===== src/rtl/ccoh_pkg.sv =====
// shared types, constants and codes of the column classifier
// no dependencies
package ccoh_pkg;

   localparam int CELL_COUNT_DEF = 4096;
   localparam int Z_BITS_DEF = 8;
   localparam logic [7:0] SAT_COUNT = 8'd255;

   localparam logic [1:0] CLS_UNKNOWN  = 2'd0;
   localparam logic [1:0] CLS_FREE     = 2'd1;
   localparam logic [1:0] CLS_PASSABLE = 2'd2;
   localparam logic [1:0] CLS_OCCUPIED = 2'd3;

   localparam logic [2:0] WHY_INSUFFICIENT = 3'd0;
   localparam logic [2:0] WHY_EMPTY        = 3'd1;
   localparam logic [2:0] WHY_THIN         = 3'd2;
   localparam logic [2:0] WHY_WALL         = 3'd3;
   localparam logic [2:0] WHY_TUNNEL       = 3'd4;
   localparam logic [2:0] WHY_AMBIGUOUS    = 3'd5;

   localparam logic [2:0] REG_MIN_OBS     = 3'd0;
   localparam logic [2:0] REG_SURF_MAX    = 3'd1;
   localparam logic [2:0] REG_WALL_SPAN   = 3'd2;
   localparam logic [2:0] REG_WALL_RATIO  = 3'd3;
   localparam logic [2:0] REG_TUN_BOUNDS  = 3'd4;
   localparam logic [2:0] REG_TUN_RATIO   = 3'd5;
   localparam logic [2:0] REG_HOLD_TICKS  = 3'd6;
   localparam logic [2:0] REG_CONFIRM     = 3'd7;

   // stored cell state: 2+2+2+8+1+32 = 47 bits
   typedef struct packed {
      logic [1:0]  raw;
      logic [1:0]  settled;
      logic [1:0]  pend_cls;
      logic [7:0]  pend_cnt;
      logic        hold_valid;
      logic [31:0] deadline;
   } cell_type;

   localparam int CELL_W = $bits(cell_type);

   // classified item passed from front to back
   typedef struct packed {
      logic [1:0]  raw;
      logic [2:0]  reason;
      logic [8:0]  conf;
      logic        trav;
      logic [7:0]  span;
      logic [31:0] now;
   } item_type;

endpackage


===== src/rtl/ccoh_queue.sv =====
// two-entry queue between front and back parts
// depends on ccoh_pkg
module ccoh_queue (
   input  logic               clock,
   input  logic               reset,
   input  logic               push,
   input  ccoh_pkg::item_type push_item,
   input  logic [11:0]        push_idx,
   output logic               room,
   input  logic               pop,
   output logic               avail,
   output ccoh_pkg::item_type pop_item,
   output logic [11:0]        pop_idx
);
   import ccoh_pkg::*;

   item_type    item_ff [2];
   logic [11:0] idx_ff [2];
   logic        wp_ff, rp_ff;
   logic [1:0]  cnt_ff;

   assign room = (cnt_ff != 2'd2);
   assign avail = (cnt_ff != 2'd0);
   assign pop_item = item_ff[rp_ff];
   assign pop_idx = idx_ff[rp_ff];

   // pointers and count
   always_ff @(posedge clock) begin
      if (reset) begin
         wp_ff <= 1'b0;
         rp_ff <= 1'b0;
         cnt_ff <= 2'd0;
      end else begin
         if (push && room) wp_ff <= ~wp_ff;
         if (pop && avail) rp_ff <= ~rp_ff;
         cnt_ff <= cnt_ff + 2'(push && room) - 2'(pop && avail);
      end
      if (push && room) begin
         item_ff[wp_ff] <= push_item;
         idx_ff[wp_ff] <= push_idx;
      end
   end

`ifndef ASSERT_OFF
   a_no_overflow: assert property (@(posedge clock) disable iff (reset)
      cnt_ff != 2'd3) else $error("queue count out of range");
   a_pop_empty: assert property (@(posedge clock) disable iff (reset)
      (cnt_ff == 2'd0) |=> (cnt_ff <= 2'd1)) else $error("queue count jumped");
   a_push_full: assert property (@(posedge clock) disable iff (reset)
      (cnt_ff == 2'd2 && !pop) |=> cnt_ff == 2'd2) else $error("queue lost entry");
`endif
endmodule


===== config.mk =====
export PLATFORM = sky130hd
export DESIGN_NAME = ccoh_queue
export DESIGN_NICKNAME = d
export VERILOG_FILES = /design/src/rtl/ccoh_pkg.sv /design/src/rtl/ccoh_queue.sv
export SDC_FILE = /design/constraint.sdc
export NUM_CORES = 1
export LEC_CHECK = 0
export BUFFER_PORTS_ARGS = -buffer_cell sky130_fd_sc_hd__buf_2
export CORE_AREA = 8 8 114 116
export DETAILED_ROUTE_END_ITERATION = 10
export DIE_AREA = 0 0 122 124
export PLACE_DENSITY = 0.72
export SYNTH_ARGS = -nofsm -noshare
export SYNTH_HDL_FRONTEND = slang
export SYNTH_SLANG_ARGS = --single-unit

===== constraint.sdc =====
create_clock -name clock -period 4.55 [get_ports clock]
set_input_delay 0.91 -clock clock [delete_from_list [all_inputs] [get_ports clock]]
set_output_delay 0.91 -clock clock [all_outputs]
set_load 0.005 [all_outputs]

==> results.sh <==
export IMPL_hold_path_cell_count=2
export IMPL_cell_at_the_root_of_the_clock_tree="clkbuf_16"
export IMPL_rsz0062_at_grt="no"
export IMPL_synth_largest_type_area_fraction=0.778
export IMPL_initial_core_util=0.463
export IMPL_synth_yosys_seq_area_share=0.797
export IMPL_layout_cells_most_common="buf_2"
export IMPL_drt_wirelength_per_cell_um=17.2
export IMPL_grt_remaining_overflow=0
export IMPL_clk_insertion_delay_late_ns=0.40
export IMPL_mappedNetlistNets=305
export IMPL_final_hold_viol_count=0
export IMPL_netSwitchingFraction=0.231
export IMPL_layout_cells_most_common_list="139 x buf_2, 134 x edfxtp_1, 38 x mux2_2"
export IMPL_dp_cells=508
export IMPL_cts_inserted_buffers=17
export IMPL_tritoncts="done"
export IMPL_cell_area_synth_mm2=0.00517
export IMPL_max_capacitance_violation_count=0
export IMPL_die_w_um=122
export IMPL_final_nets=457
export IMPL_clkPwrFrac=0.373
export IMPL_route_detailed_vias_per_inst=4.76
export IMPL_cts_path_max_buffers=2
export IMPL_pwr_share_seq=0.448
export IMPL_netSwitchingPower_uw=899
export IMPL_critical_path_peak_fanout=67
export IMPL_number_of_global_route_vias_before_repair=2774
export IMPL_antenna_diode_count=0
export IMPL_cell_taking_the_most_area_after_synthesis="edfxtp_1"
export IMPL_clock_skew_ns=0.00717
export IMPL_pwr_density_cell_mw_per_mm2=585
export IMPL_yosysWarningCount=0
export IMPL_critical_path_class="reg -> out"
export IMPL_die_area_mm2=0.0151
export IMPL_post_cts_buffers=0
export IMPL_synth_ff_latch_count=139
export IMPL_finalSetupTns_ns=0
export IMPL_worst_setup_path_end_kind="primary output"
export IMPL_io_buffers=139
export IMPL_syn_instance_count=232
export IMPL_clkTransAtPathRegs_ns=0.05
export IMPL_power_internal_uw=2990
export IMPL_cts_hold_buf=0
export IMPL_remaining_drc_errors=0
export IMPL_antenna_found_initial=0
export IMPL_post_route_insts_no_fill=539
export IMPL_worstMarginPinSlew_ns=1.06
export IMPL_post_route_cells_drive_above_1_share=0.606
export IMPL_cts_resized=0
export IMPL_area_growth_syn_to_layout_pct=28.4
export IMPL_place_gp_congestion=0.714
export IMPL_slew_headroom=0.294
export IMPL_post_route_min_period_ns=2.94
export IMPL_wire_length_reported_by_the_detailed_router_um=9250
export IMPL_r2r_setup_slack_ns=2.43
export IMPL_cp_data_arrival_time_ns=2.03
export IMPL_drt_pass1_iter_count=4
export IMPL_power_ir_vdd_worst_v=0.000276
export IMPL_cp_required_ns=3.64
export IMPL_timing_max_transition_violations_final=0
export IMPL_antenna_violating_nets_post_route=0
export IMPL_pwr_share_comb=0.179
export IMPL_number_of_failing_setup_endpoints_in_the_final_timing_report=0
export IMPL_leakage_uw=0.00256
export IMPL_track_usage=0.123
export IMPL_run_status="completed"
export IMPL_worstHoldPathType="reg -> reg"
export IMPL_synth_distinct_cells=18
export IMPL_ios=140
export IMPL_rows=39
export IMPL_postSynthAreaPerCell_um2=22.3
export IMPL_clock_sink_count=139
export IMPL_main_area_contributors_after_synthesis="edfxtp_1 78%, mux2_4 8.7%, mux2_2 8.3%"
export IMPL_place_detailed_hpwl_um=6110
export IMPL_die_h_um=124
export IMPL_layout_worst_path_cycle_share=0.647
export IMPL_drt_first_iter_violations=123
export IMPL_grt_first_pass_wirelength_um=13900
export IMPL_timing_critical_path_from_type="flip-flop"
export IMPL_reg2reg_depth=4
export IMPL_htreeDepth=4
export IMPL_dr_total_vias=2567
export IMPL_grt_start_max_net_pins=68
export IMPL_core_mm2=0.0112
export IMPL_fmax_mhz=340
power groups by stage:
stage | Combinational, µW | Sequential (µW) | Clock (µW)
after CTS | 719 | 1750 | 1480
after global routing | 761 | 1770 | 1520
after floorplan | 511 | 1680 | 0
final | 696 | 1740 | 1450
after detailed placement | 716 | 1780 | 0
after global placement | 709 | 1770 | 0
synthesized netlist by cell type:
cell type,count
ha_1,2
dfxtp_1,5
edfxtp_1,134
mux2_2,38
nor2b_1,2
buf_6,3
and3_1,1
xnor2_1,2
nand2_1,1
o21a_1,1
mux2_4,30
buf_2,3
nor2_1,5
nand2b_1,1
buf_4,1
xor2_1,1
inv_1,1
or2_2,1
per-stage QoR:
stage	power, µW	hold WS (ns)	util	setup WS [ns]	cell area (µm²)
CTS	3950	0.519	0.595	1.54	6650
finish	3890	0.514	0.595	1.61	6650
floorplan	2190	0.481	-	0.263	5170
detailed placement	2490	0.498	0.538	1.97	6020
global placement	2480	0.497	0.538	1.98	6020
global route	4050	0.558	0.595	1.47	6650
layout make-up:
type	count	area (µm²)
clock inverters	13	200
repair buffers	140	703
flip-flops and latches	139	4130
clock buffers	18	429
fillers	841	4530
inverters	1	3.75
well taps	143	179
multi-input cells	85	1000
path summary, 6_finish.rpt:
kind / startpoint / end
min: rp_ff$_SDFFE_PP0P_ / flip-flop
max: flip-flop / pop_item[12]
min reg2reg: rp_ff$_SDFFE_PP0P_ / flip-flop
max reg2reg: cnt_ff[0]$_SDFF_PP0_ / item_ff[0][3]$_DFFE_PP_
state kept, by name, summed over array words and instances, names as in the netlist, named ones only:
| signal | count |
|---|---|
| item_ff | 110 |
| cnt_ff | 2 |
| idx_ff | 24 |
| wp_ff | 1 |
| rp_ff | 1 |
metal layers:
metal	up-vias	wire length (µm)	track usage
met5	-	0	0
met4	0	140	0.0625
met3	12	804	0.0508
met2	92	4410	0.199
met1	1245	3890	0.137
li1	1218	-	-
cell families after synthesis:
logic type / count (synthesis) / synth area share
adder cells (fa/ha/maj): 2 / 0.00483
AND/OR/NAND/NOR: 11 / 0.0104
XOR/XNOR: 3 / 0.00508
flip-flops: 139 / 0.797
AO/OA/AOI/OAI: 1 / 0.00145
buffers and inverters: 8 / 0.0116
multiplexers: 68 / 0.170
worst max-delay path, cell delays in order (launching register included):
cell and delay (ns):
dfxtp_4 1.05, mux2_2 0.43, buf_2 0.13
Note: power is estimated with default switching activity, not from simulation.
