`config.mk`:
```
export PLATFORM = sky130hd
export DESIGN_NAME = ccoh_front
export DESIGN_NICKNAME = d
export VERILOG_FILES = /design/src/rtl/ccoh_pkg.sv /design/src/rtl/ccoh_front.sv
export SDC_FILE = /design/constraint.sdc
export NUM_CORES = 1
export LEC_CHECK = 0
export BUFFER_PORTS_ARGS = -buffer_cell sky130_fd_sc_hd__buf_2
export CAP_MARGIN = 0
export CORE_MARGIN = 8
export CORE_UTILIZATION = 55
export CTS_BUF_LIST = sky130_fd_sc_hd__clkbuf_8
export DETAILED_ROUTE_END_ITERATION = 7
export PLACE_DENSITY = 0.8
export SYNTH_ARGS = -nofsm -noshare
export SYNTH_HDL_FRONTEND = slang
export SYNTH_SLANG_ARGS = --single-unit
```
`constraint.sdc`:
```
create_clock -name clock -period 8.23 [get_ports clock]
set_clock_uncertainty 0.2 [all_clocks]
set_input_delay 0 -clock clock [delete_from_list [all_inputs] [get_ports clock]]
set_output_delay 0 -clock clock [all_outputs]
set_load 0.02 [all_outputs]
```
`src/rtl/ccoh_pkg.sv`:
```
// shared types, constants and codes of the column classifier
// no dependencies
package ccoh_pkg;

   localparam int CELL_COUNT_DEF = 4096;
   localparam int Z_BITS_DEF = 8;
   localparam logic [7:0] SAT_COUNT = 8'd255;

   localparam logic [1:0] CLS_UNKNOWN  = 2'd0;
   localparam logic [1:0] CLS_FREE     = 2'd1;
   localparam logic [1:0] CLS_PASSABLE = 2'd2;
   localparam logic [1:0] CLS_OCCUPIED = 2'd3;

   localparam logic [2:0] WHY_INSUFFICIENT = 3'd0;
   localparam logic [2:0] WHY_EMPTY        = 3'd1;
   localparam logic [2:0] WHY_THIN         = 3'd2;
   localparam logic [2:0] WHY_WALL         = 3'd3;
   localparam logic [2:0] WHY_TUNNEL       = 3'd4;
   localparam logic [2:0] WHY_AMBIGUOUS    = 3'd5;

   localparam logic [2:0] REG_MIN_OBS     = 3'd0;
   localparam logic [2:0] REG_SURF_MAX    = 3'd1;
   localparam logic [2:0] REG_WALL_SPAN   = 3'd2;
   localparam logic [2:0] REG_WALL_RATIO  = 3'd3;
   localparam logic [2:0] REG_TUN_BOUNDS  = 3'd4;
   localparam logic [2:0] REG_TUN_RATIO   = 3'd5;
   localparam logic [2:0] REG_HOLD_TICKS  = 3'd6;
   localparam logic [2:0] REG_CONFIRM     = 3'd7;

   // stored cell state: 2+2+2+8+1+32 = 47 bits
   typedef struct packed {
      logic [1:0]  raw;
      logic [1:0]  settled;
      logic [1:0]  pend_cls;
      logic [7:0]  pend_cnt;
      logic        hold_valid;
      logic [31:0] deadline;
   } cell_type;

   localparam int CELL_W = $bits(cell_type);

   // classified item passed from front to back
   typedef struct packed {
      logic [1:0]  raw;
      logic [2:0]  reason;
      logic [8:0]  conf;
      logic        trav;
      logic [7:0]  span;
      logic [31:0] now;
   } item_type;

endpackage

```
`src/rtl/ccoh_front.sv`:
```
// front part: confidence divider and column classification
// depends on ccoh_pkg
module ccoh_front #(
   parameter int Z_BITS = 8
) (
   input  logic              clock,
   input  logic              reset,
   input  logic              start,
   output logic              busy,
   input  logic [7:0]        seen_voxels,
   input  logic [7:0]        filled_voxels,
   input  logic [7:0]        z_low_index,
   input  logic [7:0]        z_high_index,
   input  logic              heights_finite,
   input  logic [31:0]       now_tick,
   input  logic [7:0]        min_seen,
   input  logic [7:0]        surface_span_max,
   input  logic [7:0]        wall_span_min,
   input  logic [8:0]        wall_ratio_min,
   input  logic [15:0]       tunnel_span_bounds,
   input  logic [8:0]        tunnel_ratio_max,
   output logic              item_valid,
   output ccoh_pkg::item_type item_data,
   input  logic              item_room
);
   import ccoh_pkg::*;

   typedef enum logic [1:0] {ST_IDLE, ST_DIV, ST_OUT} state_type;

   localparam logic [7:0] ZMASK = 8'((1 << Z_BITS) - 1);

   state_type   state_ff, state_in;
   logic [4:0]  cnt_ff, cnt_in;
   logic [16:0] rem_ff, rem_in;
   logic [15:0] quo_ff, quo_in;
   logic [7:0]  mo_ff, mo_in;
   logic [7:0]  obs_ff, occ_ff, lo_ff, hi_ff;
   logic        fin_ff;
   logic [31:0] now_ff;
   logic [7:0]  surf_ff, wspan_ff, tmin_ff, tmax_ff;
   logic [8:0]  wrat_ff, trat_ff;
   item_type    item_comb;
   logic [16:0] rem_sh;
   logic [7:0]  span, filled;
   logic [16:0] lhs, wrhs, trhs;
   logic [8:0]  conf;

   assign busy = (state_ff != ST_IDLE);
   assign item_valid = (state_ff == ST_OUT);
   assign rem_sh = {rem_ff[15:0], 1'b0};

   // restoring division of obs*256 by min_seen (1 when it is zero), one bit a cycle
   always_comb begin
      state_in = state_ff;
      cnt_in = cnt_ff;
      rem_in = rem_ff;
      quo_in = quo_ff;
      mo_in = mo_ff;
      unique case (state_ff)
         ST_IDLE: begin
            if (start) begin
               state_in = ST_DIV;
               cnt_in = 5'd16;
               rem_in = '0;
               quo_in = {seen_voxels, 8'd0};
               mo_in = (min_seen == 8'd0) ? 8'd1 : min_seen;
            end
         end
         ST_DIV: begin
            if ((rem_sh | 17'(quo_ff[15])) >= {9'd0, mo_ff}) begin
               rem_in = (rem_sh | 17'(quo_ff[15])) - {9'd0, mo_ff};
               quo_in = {quo_ff[14:0], 1'b1};
            end else begin
               rem_in = rem_sh | 17'(quo_ff[15]);
               quo_in = {quo_ff[14:0], 1'b0};
            end
            cnt_in = cnt_ff - 5'd1;
            if (cnt_ff == 5'd1) begin
               state_in = ST_OUT;
            end
         end
         ST_OUT: begin
            if (item_room) begin
               state_in = ST_IDLE;
            end
         end
         default: state_in = ST_IDLE;
      endcase
   end

   always_ff @(posedge clock) begin
      if (reset) begin
         state_ff <= ST_IDLE;
      end else begin
         state_ff <= state_in;
      end
      cnt_ff <= cnt_in;
      rem_ff <= rem_in;
      quo_ff <= quo_in;
      mo_ff <= mo_in;
      if (state_ff == ST_IDLE && start) begin
         obs_ff <= seen_voxels;
         occ_ff <= filled_voxels;
         lo_ff <= z_low_index & ZMASK;
         hi_ff <= z_high_index & ZMASK;
         fin_ff <= heights_finite;
         now_ff <= now_tick;
         surf_ff <= surface_span_max;
         wspan_ff <= wall_span_min;
         wrat_ff <= wall_ratio_min;
         tmin_ff <= tunnel_span_bounds[7:0];
         tmax_ff <= tunnel_span_bounds[15:8];
         trat_ff <= tunnel_ratio_max;
      end
   end

   // classification on the captured column
   always_comb begin
      span = hi_ff - lo_ff;
      filled = ((occ_ff - 8'd1) > span) ? span : (occ_ff - 8'd1);
      lhs = {1'b0, filled, 8'd0};
      wrhs = {8'd0, wrat_ff} * {9'd0, span};
      trhs = {8'd0, trat_ff} * {9'd0, span};
      conf = (quo_ff > 16'd256) ? 9'd256 : quo_ff[8:0];
      item_comb.conf = conf;
      item_comb.now = now_ff;
      item_comb.span = 8'd0;
      if (obs_ff < mo_ff) begin
         item_comb.raw = CLS_UNKNOWN;
         item_comb.reason = WHY_INSUFFICIENT;
         item_comb.trav = 1'b0;
      end else if (occ_ff == 8'd0) begin
         item_comb.raw = CLS_FREE;
         item_comb.reason = WHY_EMPTY;
         item_comb.trav = 1'b1;
      end else if (lo_ff > hi_ff || !fin_ff) begin
         item_comb.raw = CLS_OCCUPIED;
         item_comb.reason = WHY_AMBIGUOUS;
         item_comb.trav = 1'b0;
      end else begin
         item_comb.span = span;
         if (span <= surf_ff) begin
            item_comb.raw = CLS_PASSABLE;
            item_comb.reason = WHY_THIN;
            item_comb.trav = 1'b1;
         end else if (span >= wspan_ff && lhs >= wrhs) begin
            item_comb.raw = CLS_OCCUPIED;
            item_comb.reason = WHY_WALL;
            item_comb.trav = 1'b0;
         end else if (span >= tmin_ff && span <= tmax_ff && lhs <= trhs) begin
            item_comb.raw = CLS_PASSABLE;
            item_comb.reason = WHY_TUNNEL;
            item_comb.trav = 1'b1;
         end else begin
            item_comb.raw = CLS_OCCUPIED;
            item_comb.reason = WHY_AMBIGUOUS;
            item_comb.trav = 1'b0;
         end
      end
   end

   assign item_data = item_comb;
endmodule

```
==> Implementation_results.wiki, run 1 <==
{| class="wikitable"
! Metric !! Value
|-
| Final Hold Fails || 0
|-
| Most frequent cells in the layout || inv_1, buf_2, edfxtp_1, ha_1, dlygate4sd3_1
|-
| Slowest cell delay on critical path || 560 ps
|-
| Leakage power || about 7.8 nW
|-
| #FFs+latches synth || around 160
|-
| H-tree depth || 4
|-
| Per-instance average area after synthesis || ~11 um^2
|-
| Failing checks || negative setup slack
|-
| Growth of design area from synthesis to finish || 30.4%
|-
| Clock transition time at the flip-flop clock pins of the worst setup and hold paths || ~130 ps
|-
| Layout cell share with drive strength beyond 1 || 0.243
|-
| Number of top-level pins || around 180
|-
| Synth top area cells || edfxtp_1, ha_1, fa_1, inv_1, and2_1
|-
| Port buffer count || roughly 180
|-
| Maximum resistive drop on vdd || approximately 0.33 mV
|-
| Tot GR Track Use || 0.260
|-
| Area of the mapped netlist || between 0.01 and 0.015 mm^2
|-
| Number of design rule violations left after detail routing || 0
|-
| Proportion of register bits with asynchronous set or reset after synthesis || 0
|-
| Final count of pins violating max slew || 0
|-
| Max-cap violation count || 0
|-
| Pre-antenna DRT Iters || 7
|-
| Outcome || finished with violations
|-
| Sequential-to-total area share from yosys stat || 0.373
|-
| Net count after synthesis || about 1600
|-
| Post-synth EDFFs || 160
|-
| Maximum number of pins on one net before global-route repair || 80
|-
| Cell taking the most area after synthesis || edfxtp_1
|-
| Distinct cell type count after synthesis || 75
|-
| Number of warnings printed during yosys synthesis || 0
|-
| CTS tree || yes
|-
| Height of the chip || about 170 um
|-
| Initial drt markers || 868
|-
| Setup Total Neg Slack || -770 ps
|-
| Unrepaired setup endpoints after global routing || yes
|-
| Hpwl dp || approximately 24 mm
|-
| Max-slew headroom || 0.238
|-
| TritonCTS Buffers || 17
|-
| Number of antenna diodes || 0
|-
| Hold_ws || about 25 ps
|-
| Post-route antenna net violation count || 0
|-
| Setup-failing EPs final || 3
|-
| Design Power || 6.71 mW
|-
| Latest clock arrival within the worst-skew pair || between 400 and 500 ps
|-
| Most common cell after layout, fill and taps aside || inv_1
|-
| Vias in the first global route || 11200
|-
| Power Dens Cells || between 300 and 400 mW/mm^2
|-
| Clock net sink count || roughly 160
|-
| Via density || 5.58
|-
| Highest net fanout along the worst path || 6
|-
| Met2 wire length || approximately 19 mm
|-
| Primary flip-flop cell chosen by synthesis mapping || edfxtp_1
|-
| Total cell area at the placement stage || 0.0143 mm^2
|-
| Required time at the endpoint of the critical path || approximately 8000 ps
|-
| Horizontal extent of the die || about 170 um
|-
| Routed wire length on met3 || between 2 and 3 mm
|-
| Hold WC Path Type || in -> reg
|-
| Clock Tree Buf Depth || 2
|-
| DP Worst Slack || -130 ps
|-
| Period Utilization, post-route || 1.03
|-
| Global-route wire length before repair || between 50 and 60 mm
|-
| Data arrival time of the critical path || 8310 ps
|-
| Overflow after GRT || 0
|-
| Maximum clock frequency || between 100 and 150 MHz
|-
| Final critical-path required period || 8510 ps
|-
| Placement row count || 56
|-
| Proportion of netlist area held by the largest area contributor || 0.370
|-
| Kind of critical path || reg -> out
|-
| Setup slack after layout || -284 ps
|-
| Antenna violations before repair || 0
|-
| Area of the core || between 0.02 and 0.025 mm^2
|-
| Last weighted congestion value of the routability-driven placer || about 0.94
|-
| Worst Setup End Kind || primary output
|-
| Final cell area excluding filler cells || between 0.015 and 0.02 mm^2
|-
| Total Nets Final || 1943
|-
| Actual transition at the worst max-transition pin || between 1000 and 1500 ps
|-
| Routed wire length per instance || ~20 um
|-
| Uppermost routed layer || met4
|-
| Wirelength, routed || roughly 38 mm
|-
| Via count || about 11000
|-
| Starting density of the core || 0.556
|-
| Count of mapped cells out of synthesis || ~1200
|-
| Critical Path Source Type || flip-flop
|-
| Clock root buffer master || clkbuf_8
|-
| Slowest cell on crit path || fa_1
|-
| M1 WL || approximately 15 mm
|-
| DIE AREA || 0.0288 mm^2
|}
[through the flow]
step | utilization | std cells
after floorplan | - | 1213
after global placement | 0.615 | 1701
after detailed placement | 0.615 | 1701
after CTS | 0.708 | 1887
after global routing | 0.725 | 1904
final | 0.725 | 1904
[worst max-delay path: cells and delay by family, from the launching register on]
kind | cells | cell delay [ps]
multiplexers | 1 | 210
buffers and inverters | 5 | 390
AND/OR/NAND/NOR | 9 | 1470
AO/OA/AOI/OAI | 10 | 2170
XOR/XNOR | 1 | 110
flip-flops | 1 | 410
adder cells (fa/ha/maj) | 8 | 3110
[state kept, by name, summed over array words and instances (netlist names)]
signal    flops
cnt_ff        5
fin_ff        1
hi_ff         8
lo_ff         8
mo_ff         8
now_ff       32
obs_ff        8
occ_ff        8
quo_ff       16
rem_ff       16
state_ff      2
surf_ff       8
tmax_ff       8
tmin_ff       8
trat_ff       9
wrat_ff       9
wspan_ff      8
[kinds of logic (layout without fill, tap and decap cells)]
family,after synthesis,in the layout,synth area share
buf+inv,229,601,0.0673
simple gates,367,367,0.157
fa+ha+maj,244,244,0.285
xor+xnor,42,42,0.0284
compound gates,158,158,0.0799
flops,162,162,0.373
mux,11,11,0.00906
[cell usage after synthesis, drive strengths merged (5+ instances only)]
cell and count:
edfxtp 160, or3 9, nand2b 12, ha 158, inv 198, a211oi 8, fa 86, xor2 21
nand4 8, nor4 10, xnor2 21, mux2 6, nor2b 23, o21ai 38, clkbuf 27, and2 110
a21o 18, o21a 11, mux2i 5, nand2 90, nor2 42, nor3 20, a21oi 47, nand3 16
or2 5
[final cells by class]
class	count	area [um^2]
Clock buffer	17	234
Timing Repair Buffer	371	2730
Tap cell	319	399
Fill cell	1485	6410
Inverter	198	743
Sequential cell	162	4840
Clock inverter	15	210
Multi-Input combinational cell	822	7760
[metal layers]
metal  GRT usage  vias up
li1            -     4816
met1       0.311     5185
met2       0.456      536
met3      0.0579       84
met4      0.0873        0
met5           0        -
[final timing paths]
| kind | cells after the start | slack [ps] | to | from |
|---|---|---|---|---|
| hold reg to reg | 1 | 350 | state_ff[0] | state_ff[1] |
| setup reg to reg | 10 | 5060 | rem_ff[2] | mo_ff[1] |
| setup / recovery | 34 | -280 | item_data[40] | hi_ff[0] |
| hold / removal | 2 | 30 | now_ff[25] | now_tick[25] |
[power by group]
group	switching, mW	internal, mW
Combinational	2.69	2.34
Sequential	0.0468	0.984
Clock	0.384	0.267
[what timing repair did]
item / CTS / global route
buffers inserted: 28 / 19
resized for setup: 55 / 74
endpoints found under the setup margin: 5 / 5
hold buffers: 126 / 0
hold endpoints to repair: 150 / 0
pin swaps: 42 / 58
Note: power is estimated with default switching activity, not from simulation.
==> inputs of run 2 (changes only) <==
--- a/config.mk
+++ b/config.mk
@@ -7,7 +7,6 @@
 export LEC_CHECK = 0
 export BUFFER_PORTS_ARGS = -buffer_cell sky130_fd_sc_hd__buf_2
 export CAP_MARGIN = 0
-export CORE_MARGIN = 8
 export CORE_UTILIZATION = 55
 export CTS_BUF_LIST = sky130_fd_sc_hd__clkbuf_8
 export DETAILED_ROUTE_END_ITERATION = 7
==> Implementation_results.wiki, run 2 (same netlist as run 1, synthesis figures left out) <==
{| class="wikitable"
! Metric !! Value
|-
| Failing checks || negative setup slack (unchanged)
|-
| Power Dens Cells || 389 mW/mm^2 (was 396 mW/mm^2)
|-
| Leakage power || 7.78 nW (was 7.79 nW)
|-
| Global-route wire length before repair || 58.2 mm (was 58.5 mm)
|-
| Final Hold Fails || 0 (unchanged)
|-
| Max-cap violation count || 0 (unchanged)
|-
| Initial drt markers || 989 (was 868)
|-
| Slowest cell on crit path || fa_1 (unchanged)
|-
| Hold WC Path Type || in -> reg (unchanged)
|-
| Maximum resistive drop on vdd || 0.364 mV (was 0.329 mV)
|-
| Final critical-path required period || 8390 ps (was 8510 ps)
|-
| Max FFs per register || 32 (unchanged)
|-
| Overflow after GRT || 0 (unchanged)
|-
| Growth of design area from synthesis to finish || 30.1% (was 30.4%)
|-
| Via density || 5.68 (was 5.58)
|-
| DIE AREA || 0.0242 mm^2 (was 0.0288 mm^2)
|-
| Setup-failing EPs final || 3 (unchanged)
|-
| Setup slack after layout || -160 ps (was -284 ps)
|-
| Worst Setup End Kind || primary output (unchanged)
|-
| Setup Total Neg Slack || -366 ps (was -770 ps)
|-
| Hold depth || 2 (unchanged)
|-
| Unrepaired setup endpoints after global routing || yes (unchanged)
|-
| Actual transition at the worst max-transition pin || 1160 ps (was 1140 ps)
|-
| Latest clock arrival within the worst-skew pair || 480 ps (about the same)
|-
| Placement row count || 55 (was 56)
|-
| Biggest registers after layout || now_ff (32), quo_ff (16), rem_ff (16) (unchanged)
|-
| Most common cell after layout, fill and taps aside || inv_1 (unchanged)
|-
| Clock share of power || 0.100 (was 0.097)
|-
| Setup slack on the worst flop-to-flop path || 5060 ps (about the same)
|-
| Last weighted congestion value of the routability-driven placer || 0.932 (was 0.936)
|-
| Starting density of the core || 0.566 (was 0.556)
|-
| Largest register by flop count || now_ff (unchanged)
|-
| Layout cell share with drive strength beyond 1 || 0.238 (was 0.243)
|-
| Pre-antenna DRT Iters || 6 (was 7)
|-
| Final cell area excluding filler cells || 0.0169 mm^2 (about the same)
|-
| Slowest cell delay on critical path || 530 ps (was 560 ps)
|-
| Hold_ws || 30.8 ps (was 25.1 ps)
|-
| Hold wc startpoint || filled_voxels[2] (was now_tick[25])
|-
| Height of the chip || 156 um (was 170 um)
|-
| Horizontal extent of the die || 156 um (was 170 um)
|-
| Hpwl dp || 23.1 mm (was 24.4 mm)
|-
| Maximum clock frequency || 119 MHz (was 117 MHz)
|-
| Post-route non-filler standard cell count || 1906 (was 1904)
|-
| Worst r2r src || mo_ff[1] (unchanged)
|-
| Internal cell power || 3.52 mW (was 3.59 mW)
|-
| Critical Path Source Type || flip-flop (unchanged)
|-
| Routed wire length per instance || 19.6 um (was 19.9 um)
|-
| Antenna violations before repair || 1 (was 0)
|-
| Number of top-level pins || 184 (unchanged)
|-
| Register-to-Register Path Depth || 10 (unchanged)
|-
| Number of design rule violations left after detail routing || 0 (unchanged)
|-
| End point of the worst hold path || occ_ff[2] (was now_ff[25])
|-
| Total cell area at the placement stage || 0.0143 mm^2 (about the same)
|-
| Switching power total || 3.05 mW (was 3.12 mW)
|-
| Number of cells in the design after placement || 1694 (was 1701)
|-
| Clock transition time at the flip-flop clock pins of the worst setup and hold paths || 110 ps (was 130 ps)
|-
| Period Utilization, post-route || 1.02 (was 1.03)
|-
| End of the worst register-to-register path || rem_ff[2] (unchanged)
|-
| Outcome || finished with violations (unchanged)
|-
| Post-route antenna net violation count || 0 (unchanged)
|-
| Maximum number of pins on one net before global-route repair || 84 (was 80)
|-
| H-tree depth || 4 (unchanged)
|-
| Via count || 10800 (was 10600)
|-
| Final count of pins violating max slew || 0 (unchanged)
|-
| Max-slew headroom || 0.230 (was 0.238)
|-
| Kind of critical path || reg -> out (unchanged)
|-
| Port buffer count || 183 (unchanged)
|-
| Wirelength, routed || 37.4 mm (was 38.0 mm)
|-
| Highest net fanout along the worst path || 6 (unchanged)
|-
| Count of filler cells inserted in the layout || 1389 (was 1485)
|-
| Total Nets Final || 1950 (was 1943)
|-
| Portion of total power attributed to sequential cells || 0.157 (was 0.154)
|-
| Most frequent cells in the layout || inv_1, buf_2, edfxtp_1, ha_1, dlygate4sd3_1 (unchanged)
|-
| Critical path's most frequent cell || buf_4
|-
| Sequential cell area in the final layout || 0.00484 mm^2 (unchanged)
|-
| Tot GR Track Use || 0.316 (was 0.260)
|-
| TritonCTS Buffers || 17 (unchanged)
|-
| Area of the core || 0.0229 mm^2 (was 0.0233 mm^2)
|-
| Area of the multi-input gates || 0.00770 mm^2 (was 0.00776 mm^2)
|-
| Vias in the first global route || 11300 (was 11200)
|-
| CTS tree || yes (unchanged)
|-
| Clock net sink count || 162 (unchanged)
|-
| Data arrival time of the critical path || 8190 ps (was 8310 ps)
|-
| Clock Tree Buf Depth || 2 (unchanged)
|-
| Part of the total power dissipated in combinational logic || 0.743 (was 0.749)
|-
| Clock root buffer master || clkbuf_8 (unchanged)
|-
| Switching Share || 0.465 (about the same)
|-
| Required time at the endpoint of the critical path || 8030 ps (about the same)
|}
==> run 2: changes by cell type in the layout (fill, tap and decap cells not counted), sizes merged <==
| cell | change |
|---|---|
| dlygate4sd3 | +6 |
| buf | +1 |
| clkinv | -1 |
| clkinvlp | +1 |
| diode | +1 |
==> run 2: stage by stage <==
| step | setup slack [ps] | power (mW) | utilization |
|---|---|---|---|
| floorplan | 280 | 3.76 | - |
| global placement | 254 | 4.44 | 0.625 |
| detailed placement | -43.6 | 4.55 | 0.625 |
| CTS | 0.0320 | 5.79 | 0.721 |
| global route | -475 | 7.07 | 0.737 |
| finish | -160 | 6.57 | 0.737 |
==> run 2: area by class of cell <==
cell class | instances | share of cell area
well taps | 313 | 0.0232
clock inverters | 15 | 0.0124
multi-input cells | 822 | 0.456
diodes | 1 | 0.000148
clock buffers | 17 | 0.0139
repair buffers | 378 | 0.163
flip-flops and latches | 162 | 0.287
inverters | 198 | 0.0440
==> run 2: how the worst max path moves through the flow <==
| stage | from | to | slack, ps | cells after the start |
|---|---|---|---|---|
| after global placement | hi_ff[0] | item_data[40] | 250 | 34 |
| after floorplan | hi_ff[0] | item_data[40] | 280 | 34 |
| after global routing | hi_ff[0] | item_data[40] | -470 | 35 |
| final | hi_ff[0] | item_data[53] | -160 | 43 |
| after detailed placement | hi_ff[0] | item_data[40] | -40 | 34 |
| after CTS | hi_ff[0] | item_data[53] | 0.03 | 33 |
==> run 2: layer usage <==
layer | global-route usage | vias to the layer above | wire length, um | share of wire
met5 | 0 | - | 0 | 0
met4 | 0.138 | 0 | 1580 | 0.042
met3 | 0.0606 | 114 | 3230 | 0.086
met2 | 0.539 | 614 | 18300 | 0.49
met1 | 0.391 | 5258 | 14300 | 0.38
li1 | - | 4831 | - | -
==> run 2: critical path: cells and delay by family (launching register included) <==
family | cells | cell delay (ps)
compound gates | 8 | 1320
fa+ha+maj | 7 | 2740
buf+inv | 23 | 2610
flops | 1 | 400
mux | 1 | 170
simple gates | 4 | 490
==> run 2: power groups by stage <==
stage	logic [mW]	registers, mW	clock network [mW]
global route	5.34	1.04	0.693
CTS	4.10	1.03	0.660
floorplan	2.72	1.05	0
finish	4.88	1.03	0.659
global placement	3.40	1.04	0
detailed placement	3.51	1.04	0
==> run 2: repair_timing <==
action	4_1_cts	5_1_grt
resized for setup	45	62
hold buffers	132	0
pin swaps	35	60
buffers inserted	32	16
hold endpoints to repair	151	0
endpoints found under the setup margin	5	5
==> inputs of run 3 (changes only) <==
--- a/config.mk
+++ b/config.mk
@@ -10,7 +10,9 @@
 export CORE_UTILIZATION = 55
 export CTS_BUF_LIST = sky130_fd_sc_hd__clkbuf_8
 export DETAILED_ROUTE_END_ITERATION = 7
+export MAX_ROUTING_LAYER = met4
 export PLACE_DENSITY = 0.8
+export SKIP_LAST_GASP = 1
 export SYNTH_ARGS = -nofsm -noshare
 export SYNTH_HDL_FRONTEND = slang
 export SYNTH_SLANG_ARGS = --single-unit
==> Implementation_results.wiki, run 3 (same netlist as run 1, synthesis figures left out) <==
{| class="wikitable"
! Metric !! Value
|-
| Setup slack after layout || -210 ps (was -160 ps)
|-
| Total Nets Final || 1944 (was 1950)
|-
| Starting density of the core || 0.566 (unchanged)
|-
| Critical path's most frequent cell || fa_1 (was buf_4)
|-
| Worst Setup End Kind || primary output (unchanged)
|-
| Final critical-path required period || 8440 ps (was 8390 ps)
|-
| Power Dens Cells || 405 mW/mm^2 (was 389 mW/mm^2)
|-
| Number of buffer and inverter instances along the worst setup path || 4 (was 23)
|-
| Outcome || finished with violations (unchanged)
|-
| Max-slew headroom || 0.192 (was 0.230)
|-
| Height of the chip || 156 um (unchanged)
|-
| Slowest cell on crit path || fa_1 (unchanged)
|-
| Post-route core utilization || 0.738 (was 0.737)
|-
| Switching Share || 0.470 (was 0.465)
|-
| Growth of design area from synthesis to finish || 30.4% (was 30.1%)
|-
| Unrepaired setup endpoints after global routing || yes (unchanged)
|-
| Actual transition at the worst max-transition pin || 1210 ps (was 1160 ps)
|-
| H-tree depth || 4 (unchanged)
|-
| Failing checks || negative setup slack (unchanged)
|-
| Max FFs per register || 32 (unchanged)
|-
| Placement row count || 55 (unchanged)
|-
| Highest net fanout along the worst path || 5 (was 6)
|-
| Maximum number of pins on one net before global-route repair || 84 (unchanged)
|-
| Leakage power || 7.79 nW (was 7.78 nW)
|-
| Kind of critical path || reg -> out (unchanged)
|-
| Slowest cell delay on critical path || 550 ps (was 530 ps)
|-
| Global-route wire length before repair || 57.4 mm (was 58.2 mm)
|-
| Hold_ws || 29.6 ps (was 30.8 ps)
|-
| Latest clock arrival within the worst-skew pair || 470 ps (was 480 ps)
|-
| Biggest registers after layout || now_ff (32), quo_ff (16), rem_ff (16) (unchanged)
|-
| Clock transition time at the flip-flop clock pins of the worst setup and hold paths || 110 ps (about the same)
|-
| DP Worst Slack || 3.34 ps (was -43.6 ps)
|-
| Hpwl dp || 23.3 mm (was 23.1 mm)
|-
| Tot GR Track Use || 0.319 (was 0.316)
|-
| Period Utilization, post-route || 1.03 (was 1.02)
|-
| Number of top-level pins || 184 (unchanged)
|-
| Antenna violations before repair || 1 (unchanged)
|-
| Final count of pins violating max slew || 0 (unchanged)
|-
| Via count || 10600 (was 10800)
|-
| Maximum clock frequency || 118 MHz (was 119 MHz)
|-
| Vias in the first global route || 11100 (was 11300)
|-
| Critical Path Source Type || flip-flop (unchanged)
|-
| DIE AREA || 0.0242 mm^2 (unchanged)
|-
| Pre-antenna DRT Iters || 5 (was 6)
|-
| CTS tree || yes (unchanged)
|-
| Clock share of power || 0.094 (was 0.100)
|-
| Maximum resistive drop on vdd || 0.408 mV (was 0.364 mV)
|-
| Most common cell after layout, fill and taps aside || inv_1 (unchanged)
|-
| Horizontal extent of the die || 156 um (unchanged)
|-
| TritonCTS Buffers || 17 (unchanged)
|-
| Required time at the endpoint of the critical path || 8030 ps (about the same)
|-
| Data arrival time of the critical path || 8240 ps (was 8190 ps)
|-
| Clock net sink count || 162 (unchanged)
|-
| Max-cap violation count || 0 (unchanged)
|-
| Area of the core || 0.0229 mm^2 (unchanged)
|-
| Most frequent cells in the layout || inv_1, buf_2, edfxtp_1, ha_1, dlygate4sd3_1 (unchanged)
|-
| Critical path's top delay family || adder cells (unchanged)
|-
| Portion of total power attributed to sequential cells || 0.150 (was 0.157)
|-
| Number of design rule violations left after detail routing || 0 (unchanged)
|-
| Post-route antenna net violation count || 0 (unchanged)
|-
| Initial drt markers || 899 (was 989)
|-
| Routed wire length per instance || 19.6 um (about the same)
|-
| Last weighted congestion value of the routability-driven placer || 0.933 (was 0.932)
|-
| Count of filler cells inserted in the layout || 1414 (was 1389)
|-
| Port buffer count || 183 (unchanged)
|-
| Largest register by flop count || now_ff (unchanged)
|-
| Via density || 5.59 (was 5.68)
|-
| Switching power total || 3.22 mW (was 3.05 mW)
|-
| Clock root buffer master || clkbuf_8 (unchanged)
|-
| Layout cell share with drive strength beyond 1 || 0.248 (was 0.238)
|-
| Hold WC Path Type || in -> reg (unchanged)
|-
| Clock Tree Buf Depth || 2 (unchanged)
|-
| Overflow after GRT || 0 (unchanged)
|-
| Part of the total power dissipated in combinational logic || 0.756 (was 0.743)
|-
| Wirelength, routed || 37.2 mm (was 37.4 mm)
|-
| Final Hold Fails || 0 (unchanged)
|-
| Internal cell power || 3.63 mW (was 3.52 mW)
|-
| Setup-failing EPs final || 3 (unchanged)
|}
-- run 3: changes by cell type in the layout (fill, tap and decap cells not counted), moves of 3 or more --
cell and change:
nor2_2 +3, nor2b_1 -3, ha_1 -3, dlygate4sd3_1 -6
o21ai_2 +4, ha_4 +4
-- run 3: final timing paths --
check             cells after the start             start  slack (ps)       endpoint
setup / recovery                     32          lo_ff[0]        -210  item_data[40]
hold / removal                        2  wall_span_min[7]          30    wspan_ff[7]
setup reg to reg                     10          mo_ff[2]        5100      rem_ff[2]
hold reg to reg                       1       state_ff[1]         360    state_ff[0]
-- run 3: layout make-up --
cell class              instances  area, um^2  area share
multi-input cells             822        7780       0.460
flip-flops and latches        162        4840       0.286
repair buffers                372        2710       0.160
inverters                     198         743      0.0439
well taps                     313         392      0.0231
clock buffers                  17         234      0.0138
clock inverters                15         209      0.0123
diodes                          1        2.50    0.000148
-- run 3: repair_timing --
item	4_1_cts	5_1_grt
hold buffers	126	0
pin swaps	38	63
resized for setup	46	74
setup endpoints to repair	5	5
endpoints found under the hold margin	151	0
buffers inserted	28	18
-- run 3: routing by layer --
metal / vias to the layer above / GRT usage / routed length (um)
li1: 4824 / - / -
met1: 5123 / 0.391 / 14600
met2: 554 / 0.527 / 18200
met3: 126 / 0.0497 / 2720
met4: 0 / 0.133 / 1650
met5: - / - / 0
-- run 3: metrics by stage --
stage / instance area [um^2] / power, mW / instances / setup TNS (ps)
floorplan: 13000 / 3.76 / 1213 / 0
global placement: 14300 / 4.45 / 1695 / 0
detailed placement: 14300 / 4.54 / 1695 / 0
CTS: 16400 / 5.75 / 1881 / -57.1
global route: 16900 / 7.31 / 1900 / -1660
finish: 16900 / 6.85 / 1900 / -580
-- run 3: power by group through the flow --
stage	combinational [mW]	clock [mW]	sequential, mW
floorplan	2.72	0	1.05
global placement	3.41	0	1.04
detailed placement	3.50	0	1.04
CTS	4.09	0.642	1.02
global route	5.60	0.674	1.04
finish	5.17	0.643	1.03
